[src/design/rrtt_ram.sv]
module rrtt_ram #(
  parameter int unsigned WIDTH = 8,
  parameter int unsigned DEPTH = 16
) (
  input  logic                     clk_i,
  input  logic                     we_i,
  input  logic [$clog2(DEPTH)-1:0] waddr_i,
  input  logic [WIDTH-1:0]         wdata_i,
  input  logic [$clog2(DEPTH)-1:0] raddr_i,
  output logic [WIDTH-1:0]         rdata_o
);

  logic [WIDTH-1:0] mem_q [DEPTH];
  logic [WIDTH-1:0] rdata_q;

  always_ff @(posedge clk_i) begin
    if (we_i) begin
      mem_q[waddr_i] <= wdata_i;
    end
    rdata_q <= mem_q[raddr_i];
  end

  assign rdata_o = rdata_q;

endmodule

[config.mk]
export PLATFORM = sky130hd
export DESIGN_NAME = rrtt_ram
export DESIGN_NICKNAME = d
export VERILOG_FILES = /design/src/design/rrtt_ram.sv
export SDC_FILE = /design/constraint.sdc
export NUM_CORES = 1
export LEC_CHECK = 0
export ABC_AREA = 1
export BUFFER_PORTS_ARGS = -buffer_cell sky130_fd_sc_hd__buf_2
export CAP_MARGIN = 30
export CORE_UTILIZATION = 40
export DETAILED_ROUTE_END_ITERATION = 7
export PLACE_DENSITY = 0.69
export RECOVER_POWER = 50
export SETUP_SLACK_MARGIN = 0.2
export SYNTH_ARGS = -nofsm -noshare
export SYNTH_HDL_FRONTEND = slang
export SYNTH_SLANG_ARGS = --single-unit
[constraint.sdc]
create_clock -name clk_i -period 1.1 [get_ports clk_i]
set_input_delay 0.22 -clock clk_i [delete_from_list [all_inputs] [get_ports clk_i]]
set_output_delay 0.22 -clock clk_i [all_outputs]
set_load 0.02 [all_outputs]
**After elaboration in Yosys (flattened, before gate mapping)**

Memories as Yosys holds them, arrays and structs flattened. A register that Yosys moved wholly into a read port is not among the register bits.
Index checks and enable logic that the tools add are counted.

- $add $sub $neg: 0
- Multiply operators: 0
- Div/mod/pow operators: 0
- $lt $le $gt $ge: 0
- Equal/unequal tests: 0
- Shift-type cells: 0
- Multiplexer cells: 2
- Bitwise operators: 0
- Reductions and logical operators: 0

Operator list:

| kind | number |
|---|---|
| $mux W1 | 2 |

- Flip-flop bits (word level): 0
- Latch bits: 0
- RAM bits: 128
- Memory bits (read-only): 0
- Input bits: 18
- Logic and storage cells: 3
- Memories kept: 1

Memory list:

| memory | depth | bits a word | rd ports | clocked after memory_dff | write ports | RTL line | text |
|---|---|---|---|---|---|---|---|
| mem_q | 16 | 8 | 1 | 1 | 1 | 13 | `logic [WIDTH-1:0] mem_q [DEPTH];` |

**Longest topological paths before layout**

- Depth after elaboration: 2
- Depth in mapped cells: 8
- Gate-level depth less buffers: 7

**Worst setup path before layout**

No wires, ideal clock.

- Path kind: input to register
- From: input port waddr_i[3]
- To: memory mem_q[4][0] (enable)
- Library setup time: 0.370 ns
- Arrival: 0.801 ns
- Required time: 0.730 ns
- Path slack: -0.071 ns
- Stages on the path: 2
- Path through: nand3b_1 -> nor2_1

RTL lines:

| what | RTL line | text |
|---|---|---|
| start: declaration | 7 | `input logic [$clog2(DEPTH)-1:0] waddr_i,` |
| end: declaration | 13 |  |

Straight into the memory's write port.

**Worst setup path in the final report**

- From: register rdata_q[5], in the netlist rdata_o[5] (read register of mem_q)
- To: output port rdata_o[5]

RTL lines:

| what | RTL line | text |
|---|---|---|
| start: declaration | 14 | `logic [WIDTH-1:0] rdata_q;` |
| end: declaration | 10 | `output logic [WIDTH-1:0] rdata_o` |

No word-level cell between the ends.

==> reports/metrics.cfg <==
[route]
route.met2.wl_um = 6630
wire_length_on_met1_um = 5580
drc_violation_count_after_routing = 0
met3_wirelength_um = 841
num_vias = 3912
wl_um = 13400
drt_pass_1_iters = 5
wl_per_cell_um = 17.1
dr.first_iter.drc_count = 241
antenna_left = 0
viasPerCell = 4.98
dr.max_layer_used = met4

[sta]
finalWorstPathRequiredPeriod_ns = 1.12
report.final.setup_viol = 3
postLayoutSetupSlackWorst_ns = -0.0160
fin_worst_hold_slack_ns = 0.256
slew_headroom = 0.336
worst-slew-pin-transition_ns = 0.995
number_of_endpoints_with_negative_hold_slack_in_the_final_report = 0
rsz_0062_raised_after_global_routing = yes
timing.final.crit_share = 1.01
worst_clk_skew_ns = 0.00884
fmax_mhz = 896
finalMaxSlewViolations = 0

[final_layout]
insertedDiodeCount = 0
design_area_um2 = 7240
design.final.nets = 611
final_layout_size_suffix_gt1_frac = 0.283
flow.area_growth_from_synthesis_pct = 25.6
final_core_utilization = 0.518
final.fill_count = 1179

[power_and_ir_drop]
power_density_nw_per_um2 = 1670
vdd.ir_drop.worst_mv = 1.11
static-leakage-power_nw = 3.04
post_layout_total_power_mw = 12.1

[worst_hold_path]
worstHoldStart = raddr_i[3]
min-delay-path-class = in2reg
hold_depth = 4
hold-path-endpoint = rdata_o[4]

[worst_setup_path]
crit_fanout = 1
cp_data_arrival_time_ns = 0.90
timing_worst_setup_path_type = reg2out
reg2reg_depth = 6
crit_family = flip-flops
critical_path.max_stage_delay_ns = 0.36
crit_buf_inv = 1
critPathCaptureType = output port
cp_cell_sequence = buf_6
worst-r2r-setup-slack_ns = 0.15
required_worst_endpoint_ns = 0.88
timing.critical_path.slowest_stage_cell = dfxtp_2
r2r-end = rdata_o[6]
worst_r2r_startpoint = mem_q[5][6]
startpoint_type = flip-flop

[floorplan]
area_of_the_placeable_core_um2 = 14000
fp.dieW_um = 122
row_count = 43
design.portCount = 26
die-area_um2 = 14900
die_extent_in_y_um = 122
starting_density = 0.412

[synth]
synth-warning-count = 0
synthesized_area_per_cell_um2 = 10.5
synth-seq-cells = 136
syn-num-nets = 569
seq_area_frac_synth = 0.694
synth.cell_area_um2 = 5770
synth_cells = 551
netlist-cell-type-count = 12

[job]
drv_cap = 0

[clock_network]
max-clock-path-buffers = 2
postCtsSetupRepairBufs = 0
cts_tree = built
cts_root_cell = clkbuf_16
cts_made_buffers = 17
htreeDepth = 4
numClockSinks = 136
cts.hold.buffers_added = 0
worstSkewPairLatency_ns = 0.42
clk_slew_on_worst_s_h_paths_ns = 0.05

[global_routing]
globalRoute.totalOverflow = 0
grtUsageTotal = 0.193
first_global_vias = 3792
grt_start_max_net_pins = 49
grt_first_pass_wirelength_um = 20600
grt_antenna_before_repair = 0

[run_status]
failing_checks = setup timing
status = complete, but fails checks

[placement]
dp_hpwl_um = 8330
port_buffers = 25
place_area_um2 = 6310
routability_congestion = 0.926

final cells by class:
| cell class | instances | area, µm² | share of cell area |
|---|---|---|---|
| flip-flops and latches | 136 | 4020 | 0.555 |
| multi-input cells | 289 | 1670 | 0.230 |
| clock buffers | 21 | 440 | 0.0608 |
| repair buffers | 47 | 402 | 0.0555 |
| clock inverters | 10 | 105 | 0.0145 |
| well taps | 180 | 225 | 0.0311 |
| inverters | 102 | 387 | 0.0534 |
per-stage QoR:
stage          setup WS, ns  instances  TNS, ns
4_1_cts             -0.0274        785  -0.0792
3_3_place_gp         -0.207        754   -16.70
3_5_place_dp         -0.207        754   -19.84
6_report            -0.0160        785  -0.0362
2_1_floorplan       0.00636        551        0
5_1_grt             -0.0292        785  -0.0985
worst max-delay path by stage:
stage	startpoint	to	cells past startpoint	slack (ns)
6_report	rdata_o[5]	rdata_o[5]	1	-0.02
5_1_grt	rdata_o[1]	rdata_o[1]	1	-0.03
4_1_cts	rdata_o[1]	rdata_o[1]	1	-0.03
3_5_place_dp	raddr_i[0]	rdata_o[0]	8	-0.21
3_3_place_gp	raddr_i[0]	rdata_o[0]	8	-0.21
2_1_floorplan	waddr_i[2]	mem_q[10][0]	2	0.006
layout by cell type (no fill, tap or decap), drive strengths merged:
| cell | n |
|---|---|
| nand3b | 2 |
| clkinvlp | 4 |
| inv | 101 |
| buf | 37 |
| edfxtp | 128 |
| dfxtp | 8 |
| nor2 | 17 |
| clkinv | 5 |
| clkbuf | 31 |
| nand2 | 173 |
| bufinv | 2 |
| nand3 | 97 |
cells in the mapped netlist:
| master | instances | area, µm² |
|---|---|---|
| nand3_1 | 97 | 485 |
| inv_1 | 100 | 375 |
| buf_1 | 1 | 3.75 |
| buf_2 | 13 | 65.1 |
| dfxtp_1 | 8 | 160 |
| buf_4 | 4 | 30.0 |
| nor2_1 | 17 | 63.8 |
| edfxtp_1 | 128 | 3840 |
| inv_2 | 2 | 7.51 |
| nand3b_1 | 2 | 15.0 |
| nand2_1 | 173 | 649 |
| buf_6 | 6 | 67.6 |
worst reg2reg max path, stage by stage (launching register included):
cell and delay, ns:
edfxtp_1 0.37, inv_1 0.08, nand2_1 0.05, nand3_1 0.10
nand3_2 0.10, nand3_2 0.09, nand2_2 0.06
registers in the layout, indices dropped and copies added (netlist names):
signal / flops
rdata_o: 8
mem_q: 128
timing repair:
| action | 4_1_cts | 5_1_grt |
|---|---|---|
| endpoints found under the hold margin | 0 | 0 |
| pin swaps | 37 | 38 |
| resized for setup | 59 | 42 |
| setup endpoints to repair | 16 | 47 |
cell families (layout without fill, tap and decap cells):
group,after synthesis,count (layout),synth area share
simple gates,289,289,0.210
flops,136,136,0.694
buf+inv,126,180,0.0952
report_power, final:
part | internal (mW) | total [mW] | switching (mW)
Combinational | 0.326 | 0.963 | 0.637
Sequential | 5.81 | 5.86 | 0.0520
Clock | 3.28 | 5.26 | 1.97
Total | 9.42 | 12.1 | 2.66
metal layers:
metal	up-vias	GRT usage
li1	1853	-
met1	1898	0.247
met3	29	0.0431
met5	-	0
met4	0	0.0808
met2	132	0.316
No activity file was read; power rests on OpenSTA's default activity.
