`config.mk`:
```
export PLATFORM = sky130hd
export DESIGN_NAME = rrtt_scan
export DESIGN_NICKNAME = d
export VERILOG_FILES = /design/src/design/rrtt_pkg.sv /design/src/design/rrtt_scan.sv
export SDC_FILE = /design/constraint.sdc
export NUM_CORES = 1
export LEC_CHECK = 0
export BUFFER_PORTS_ARGS = -buffer_cell sky130_fd_sc_hd__buf_4
export CAP_MARGIN = 40
export CORE_MARGIN = 2
export CORE_UTILIZATION = 50
export CTS_CLUSTER_SIZE = 16
export DETAILED_ROUTE_END_ITERATION = 16
export HOLD_SLACK_MARGIN = 0.1
export PLACE_DENSITY = 0.85
export SLEW_MARGIN = 20
export SYNTH_ARGS = -nofsm -noshare
export SYNTH_HDL_FRONTEND = slang
export SYNTH_SLANG_ARGS = --single-unit
```
`constraint.sdc`:
```
create_clock -name clk_i -period 6.5 [get_ports clk_i]
set_clock_uncertainty 0.1 [all_clocks]
set_input_delay 0.65 -clock clk_i [delete_from_list [all_inputs] [get_ports clk_i]]
set_output_delay 0.65 -clock clk_i [all_outputs]
set_load 0.03 [all_outputs]
```
`src/design/rrtt_pkg.sv`:
```
package rrtt_pkg;

  localparam int unsigned DefaultMaxTasks = 256;

  typedef enum logic [2:0] {
    KIND_TICK    = 3'd0,
    KIND_ADD     = 3'd1,
    KIND_FORK    = 3'd2,
    KIND_EXIT    = 3'd3,
    KIND_WAITPID = 3'd4
  } kind_e;

  typedef enum logic [2:0] {
    STAT_OK          = 3'd0,
    STAT_FULL        = 3'd1,
    STAT_EMPTY       = 3'd2,
    STAT_NONE_READY  = 3'd3,
    STAT_WAIT_FAILED = 3'd4,
    STAT_NO_CURRENT  = 3'd5
  } status_e;

  typedef enum logic [1:0] {
    TS_READY      = 2'd0,
    TS_RUNNING    = 2'd1,
    TS_BLOCKED    = 2'd2,
    TS_TERMINATED = 2'd3
  } task_state_e;

  typedef struct packed {
    logic [31:0] pid;
    logic [31:0] parent_pid;
    task_state_e st;
    logic        waiting;
    logic [31:0] waited_pid;
  } entry_t;

  localparam int unsigned EntryW = $bits(entry_t);

  // scan request: by_pid selects pid match, else ready-and-not-waiting
  typedef struct packed {
    logic        start;
    logic        by_pid;
    logic [31:0] key;
  } scan_ctrl_t;

  typedef struct packed {
    logic done;
    logic found;
  } scan_stat_t;

endpackage

```
`src/design/rrtt_scan.sv`:
```
module rrtt_scan #(
  parameter int unsigned MAX_TASKS = rrtt_pkg::DefaultMaxTasks
) (
  input  logic                             clk_i,
  input  logic                             rst_ni,
  input  rrtt_pkg::scan_ctrl_t             ctrl_i,
  input  logic [$clog2(MAX_TASKS)-1:0]     first_i,
  input  logic [$clog2(MAX_TASKS+1)-1:0]   count_i,
  input  rrtt_pkg::entry_t                 rdata_i,
  output logic [$clog2(MAX_TASKS)-1:0]     raddr_o,
  output logic                             active_o,
  output rrtt_pkg::scan_stat_t             stat_o,
  output logic [$clog2(MAX_TASKS)-1:0]     index_o
);

  localparam int unsigned IW = $clog2(MAX_TASKS);
  localparam int unsigned CW = $clog2(MAX_TASKS + 1);

  logic          active_q;
  logic [IW-1:0] iss_idx_q;
  logic [CW-1:0] left_q;
  logic [CW-1:0] cnt_q;
  logic          by_pid_q;
  logic [31:0]   key_q;
  logic          chk_valid_q;
  logic          chk_last_q;
  logic [IW-1:0] chk_idx_q;

  logic          hit;
  logic          done;
  logic          issue;
  logic [IW:0]   nxt;
  logic [IW-1:0] iss_idx_nxt;

  // one entry compared per cycle, reads pipelined ahead of the compare through the registered RAM read
  always_comb begin
    if (by_pid_q) begin
      hit = (rdata_i.pid == key_q);
    end else begin
      hit = (rdata_i.st == rrtt_pkg::TS_READY) && !rdata_i.waiting;
    end
    done        = chk_valid_q && (hit || chk_last_q);
    issue       = active_q && !done && (left_q != '0);
    nxt         = {1'b0, iss_idx_q} + (IW+1)'(1);
    iss_idx_nxt = (nxt >= (IW+1)'(cnt_q)) ? '0 : nxt[IW-1:0];
  end

  always_ff @(posedge clk_i or negedge rst_ni) begin
    if (!rst_ni) begin
      active_q    <= 1'b0;
      iss_idx_q   <= '0;
      left_q      <= '0;
      cnt_q       <= '0;
      by_pid_q    <= 1'b0;
      key_q       <= '0;
      chk_valid_q <= 1'b0;
      chk_last_q  <= 1'b0;
      chk_idx_q   <= '0;
    end else if (ctrl_i.start) begin
      active_q    <= 1'b1;
      iss_idx_q   <= first_i;
      left_q      <= count_i;
      cnt_q       <= count_i;
      by_pid_q    <= ctrl_i.by_pid;
      key_q       <= ctrl_i.key;
      chk_valid_q <= 1'b0;
    end else if (active_q) begin
      if (done) begin
        active_q    <= 1'b0;
        chk_valid_q <= 1'b0;
      end else begin
        chk_valid_q <= issue;
        if (issue) begin
          chk_idx_q  <= iss_idx_q;
          chk_last_q <= (left_q == CW'(1));
          iss_idx_q  <= iss_idx_nxt;
          left_q     <= left_q - CW'(1);
        end
      end
    end
  end

  assign raddr_o      = iss_idx_q;
  assign active_o     = active_q;
  assign stat_o.done  = done;
  assign stat_o.found = chk_valid_q && hit;
  assign index_o      = chk_idx_q;

endmodule

```
## After elaboration in Yosys (flattened, before gate mapping)

Index checks and enable logic that the tools add are counted.

- Add/subtract/negate cells: 2
- Magnitude comparators: 1
- Equality and inequality tests: 3
- Multiplexer cells: 16
- Bitwise operators: 2
- Reduce and logical (&&, ||, !) cells: 14

Operators with widths:

| operator | number |
|---|---|
| 8-bit 2-to-1 mux | 5 |
| 9-bit 2-to-1 mux | 4 |
| 32-bit equality test | 1 |
| 8-bit by 1-bit adder with 9-bit output, second input constant | 1 |
| 9-bit by 1-bit equality test with 1-bit output, second input constant | 1 |
| 9-bit greater-or-equal comparator | 1 |
| 9-bit nonzero test | 1 |
| 9-bit by 1-bit subtractor with 9-bit output, second input constant | 1 |
| 1-bit 2-to-1 mux | 7 |
| 1-bit logical AND | 5 |
| 4-bit AND reduction | 1 |
| 2-bit nonzero test | 2 |
| 3-bit AND reduction | 1 |
| 1-bit zero test | 2 |
| 2-bit zero test | 1 |
| 2-bit inequality test, second input constant | 1 |
| 1-bit NOT | 2 |
| 1-bit logical OR | 1 |

- Bits in registers: 70
- Input bits: 152
- Output and inout bits: 19
- Logic and storage cells: 47

## Logic depth before layout (Yosys ltp)

- Word-level depth: 12
- Gate-level depth with buffers: 10
- Gate-level depth less buffers: 10

## Worst setup path before layout

OpenSTA, ideal clock, no wires.

- Path kind: reg-to-reg
- From: reg iss_idx_q[0], in the netlist raddr_o[0]
- To: reg iss_idx_q[5], in the netlist raddr_o[5]
- Library setup time: 126 ps
- Arrival time: 2523 ps
- Required time: 6274 ps
- Slack: 3751 ps
- Stages on the path, launching flop included: 11
- Path buffers: 0
- Period minus slack after synthesis: 2749 ps
- Path through: dfrtp_1 -> ha_1 -> nand3_1 -> or3_1 -> nand2_1 -> ha_1 -> o2111ai_1 -> a21oi_1 -> a2bb2oi_2 -> o2bb2ai_1 -> a221o_1

- Cells in the longest elaborated chain, start to end: 7

Ends and longest elaborated chain:

| element | line | text |
|---|---|---|
| start: declaration | rrtt_scan.sv:20 | `logic [IW-1:0] iss_idx_q;` |
| start signal: assignment | rrtt_scan.sv:61 | `iss_idx_q <= first_i;` |
| start signal: assignment | rrtt_scan.sv:76 | `iss_idx_q <= iss_idx_nxt;` |
| 8-bit by 1-bit adder with 9-bit output * | rrtt_scan.sv:44 | `nxt = {1'b0, iss_idx_q} + (IW+1)'(1);` |
| 9-bit greater-or-equal comparator | rrtt_scan.sv:45 | `iss_idx_nxt = (nxt >= (IW+1)'(cnt_q)) ? '0 : nxt[IW-1:0];` |
| 8-bit 2-to-1 mux * | rrtt_scan.sv:45 |  |
| 8-bit 2-to-1 mux * | rrtt_scan.sv:73 | `if (issue) begin` |
| 8-bit 2-to-1 mux * | rrtt_scan.sv:68 | `if (done) begin` |
| 8-bit 2-to-1 mux * | rrtt_scan.sv:67 | `end else if (active_q) begin` |
| 8-bit 2-to-1 mux * | rrtt_scan.sv:59 | `end else if (ctrl_i.start) begin` |

Mark *: on every way between the ends. The rest lies on a longest branch, timed or not. The select of a mux whose other input is x is not followed.
A chain may end at the register's enable or synchronous reset.

## Worst setup path after layout

- From: reg iss_idx_q[0], in the netlist raddr_o[0]
- To: reg iss_idx_q[2], in the netlist raddr_o[2]

The elaborated chain is that of the path after synthesis.

==> flow_metrics.env <==
export IMPL_drc=0
export IMPL_dieHeight_microns=89.22
export IMPL_ctsHoldBuffers=0
export IMPL_cts_buffers=9
export IMPL_ir_drop_uv=117.2
export IMPL_finalCriticalPeriod_ps=3027
export IMPL_wire_per_inst_microns=15.54
export IMPL_setup_viol=0
export IMPL_antenna_cells=0
export IMPL_cts_sinks=70
export IMPL_yosys_area_share_adder_pct=4.135
export IMPL_overflow=0
export IMPL_globalplace_congestion=0.7877
export IMPL_clkTransAtPathRegs_ps=70
export IMPL_netlist_area_sq_um=3631
export IMPL_cp_max_fo=10
export IMPL_drt_iter0_drc=162
export IMPL_syn_nets=481
export IMPL_syn_area_per_cell_sq_um=11.45
export IMPL_slew_viol_final=0
export IMPL_reg2reg_setup_slack_ps=3470
export IMPL_ys_ff_latch=70
export IMPL_finalPower_mw=1.300
export IMPL_end_kind="flop"
export IMPL_cts_root_buf="clkbuf_8"
export IMPL_post_cts_setup_buffers=0
export IMPL_synth_compound_area_share_pct=10.17
export IMPL_drt_vias_per_instance=5.306
export IMPL_async_flop_share_pct=100.0
export IMPL_ys_warn_count=0
export IMPL_fmax_mhz=330.4
export IMPL_cts_tree="done"
export IMPL_tightest_slew_ps=755.4
export IMPL_ys_flop_type="dfrtp_1"
export IMPL_synth_simple_area_share_pct=11.10
export IMPL_p_leak_nw=2.177
export IMPL_htree_levels=3
export IMPL_netlist_instances=317
export IMPL_slew_headroom_pct=49.64
export IMPL_cts_resized=0
export IMPL_synth_top_area_share_pct=48.24
export IMPL_min_path_type="in2async"
export IMPL_yosysTopAreaCell="dfrtp_1"
export IMPL_rows=31
export IMPL_grt_usage_pct=21.51
export IMPL_coreArea_sq_um=7137
export IMPL_cp_start_kind="flop"
export IMPL_ys_types=51
export IMPL_cts_buffer_depth=2
export IMPL_ant_nets=0
export IMPL_drive_gt1_share_pct=41.40
export IMPL_crit_required_ps=6630
export IMPL_dp_hpwl_microns=6033
export IMPL_synth_area_leaders="dfrtp_1 (48%), mux2_2 (13%), xnor2_1 (8.0%)"
export IMPL_ys_seq_area_share_pct=48.24
export IMPL_die_x_microns=89.22
export IMPL_rsz0062_at_grt="no"
export IMPL_start_util_pct=50.88
export IMPL_hold_viol_final=0
export IMPL_critPathKind="reg2reg"
export IMPL_antenna_found_initial=0
export IMPL_yosys_top_cells_count="dfrtp_1 (70), mux2_2 (43), xnor2_1 (33)"
export IMPL_final_util_pct=66.73
export IMPL_numPortBuffers=106
export IMPL_cap_viol_max_count=0
export IMPL_final_fill_count=566
export IMPL_insertion_delay_ps=340
export IMPL_grt_pass1_wl_microns=12990
export IMPL_die_area_sq_um=7959
export IMPL_synth_edf_count=0
export IMPL_synth_mux_area_share_pct=13.34
export IMPL_arrival_ps=3150
export IMPL_synth_top_family_by_area="multiplexers"
export IMPL_synth_xor_area_share_pct=9.649
export IMPL_ios=171
export IMPL_via_count=2807
export IMPL_finalSetupTns_ps=0
export IMPL_fin_crit_sh_pct=46.57
export IMPL_fin_nets=589
export IMPL_grt_pass1_vias=2756
export IMPL_grt_max_degree=72
export IMPL_drt_total_wl_microns=8220
export IMPL_area_growth_syn_to_layout_pct=31.15
export IMPL_status="finished, final reports clean"
export IMPL_synth_most_common_cell="dfrtp_1"
export IMPL_p_per_area_nw_per_um2=272.9
export IMPL_detail_route_first_pass_iterations=4
## flip-flops by register name (all words and copies together) (netlist names)
signal and cells:
active_o 1, key_q 32, left_q 9, raddr_o 8
chk_last_q 1, cnt_q 9, index_o 8, chk_valid_q 1
by_pid_q 1
## per-layer routing
layer  global-route usage [%]  share of wire, %  vias up
met4                    7.870               1.4        0
li1                         -                 -     1351
met1                    29.54                45     1369
met5                        0                 0        -
met3                    4.432               4.7       12
met2                    33.94                49       75
## critical path: stages, from the launching register on
cell and delay, ps:
dfrtp_1 460, ha_1 280, nand3_1 170, or3_1 410, nand2_1 80, ha_1 160, o2111ai_1 110, a21oi_1 230
a2bb2oi_2 460, o2bb2ai_1 140, a221o_1 310
## layout make-up
type | instances | area, sq um | share of cell area (%)
clock buffers | 13 | 168.9 | 3.547
clock inverters | 3 | 65.06 | 1.366
inverters | 15 | 56.30 | 1.182
multi-input cells | 220 | 1757 | 36.89
flip-flops and latches | 70 | 1752 | 36.78
well taps | 99 | 123.9 | 2.601
repair buffers | 109 | 839.6 | 17.63
## where the power goes
group / switching, mW / leakage, nW / internal, mW / total [mW]
logic: 0.171 / 1.23 / 0.172 / 0.343
registers: 0.0524 / 0.831 / 0.494 / 0.546
clock network: 0.163 / 0.120 / 0.247 / 0.411
## final timing paths
kind                       startpoint         end  cells past startpoint
hold / removal                 rst_ni  index_o[7]                      1
hold reg to reg            index_o[0]  index_o[0]                      1
setup / recovery           raddr_o[0]  raddr_o[2]                     10
max in group asynchronous      rst_ni   key_q[22]                      2
setup reg to reg           raddr_o[0]  raddr_o[2]                     10
min in group clk_i         index_o[0]  index_o[0]                      1
## stage by stage
| step | hold slack [ps] | setup WS, ps | instances | area (sq um) |
|---|---|---|---|---|
| after global placement | 391.4 | 2910 | 510 | 4484 |
| after detailed placement | 396.3 | 2790 | 511 | 4504 |
| after CTS | 143.2 | 3131 | 527 | 4738 |
| after floorplan | 254.4 | 3751 | 317 | 3631 |
| final | 132.9 | 3473 | 529 | 4762 |
| after global routing | 161.4 | 3202 | 529 | 4762 |
## layout by cell type, fill, tap and decap left out, types with 2 or more instances in the layout
cell type and count:
buf_4 106, dfrtp_1 70, mux2_2 43, xnor2_1 33, o21ai_0 21, nand2_1 19, inv_1 15, ha_1 12
clkbuf_8 12, xor2_1 7, nand4_1 7, nand3_1 6, nor2_1 6, nor4_1 6, a21oi_1 5, a221o_1 5
and2_1 4, and3_1 3, nor3_1 3, or4_1 2, or4_4 2, o211ai_1 2, nand2b_1 2, o31ai_1 2
a211oi_1 2, a311o_1 2, nor2_2 2, and3_2 2, o2bb2ai_1 2, nor4b_1 2, bufinv_16 2
## kinds of logic (layout without fill, tap and decap cells)
logic type,Yosys count,in the layout
flops,70,70
simple gates,72,72
xor+xnor,40,40
compound gates,53,53
mux,43,43
buf+inv,27,140
fa+ha+maj,12,12
(Power assumes the default switching activity.)
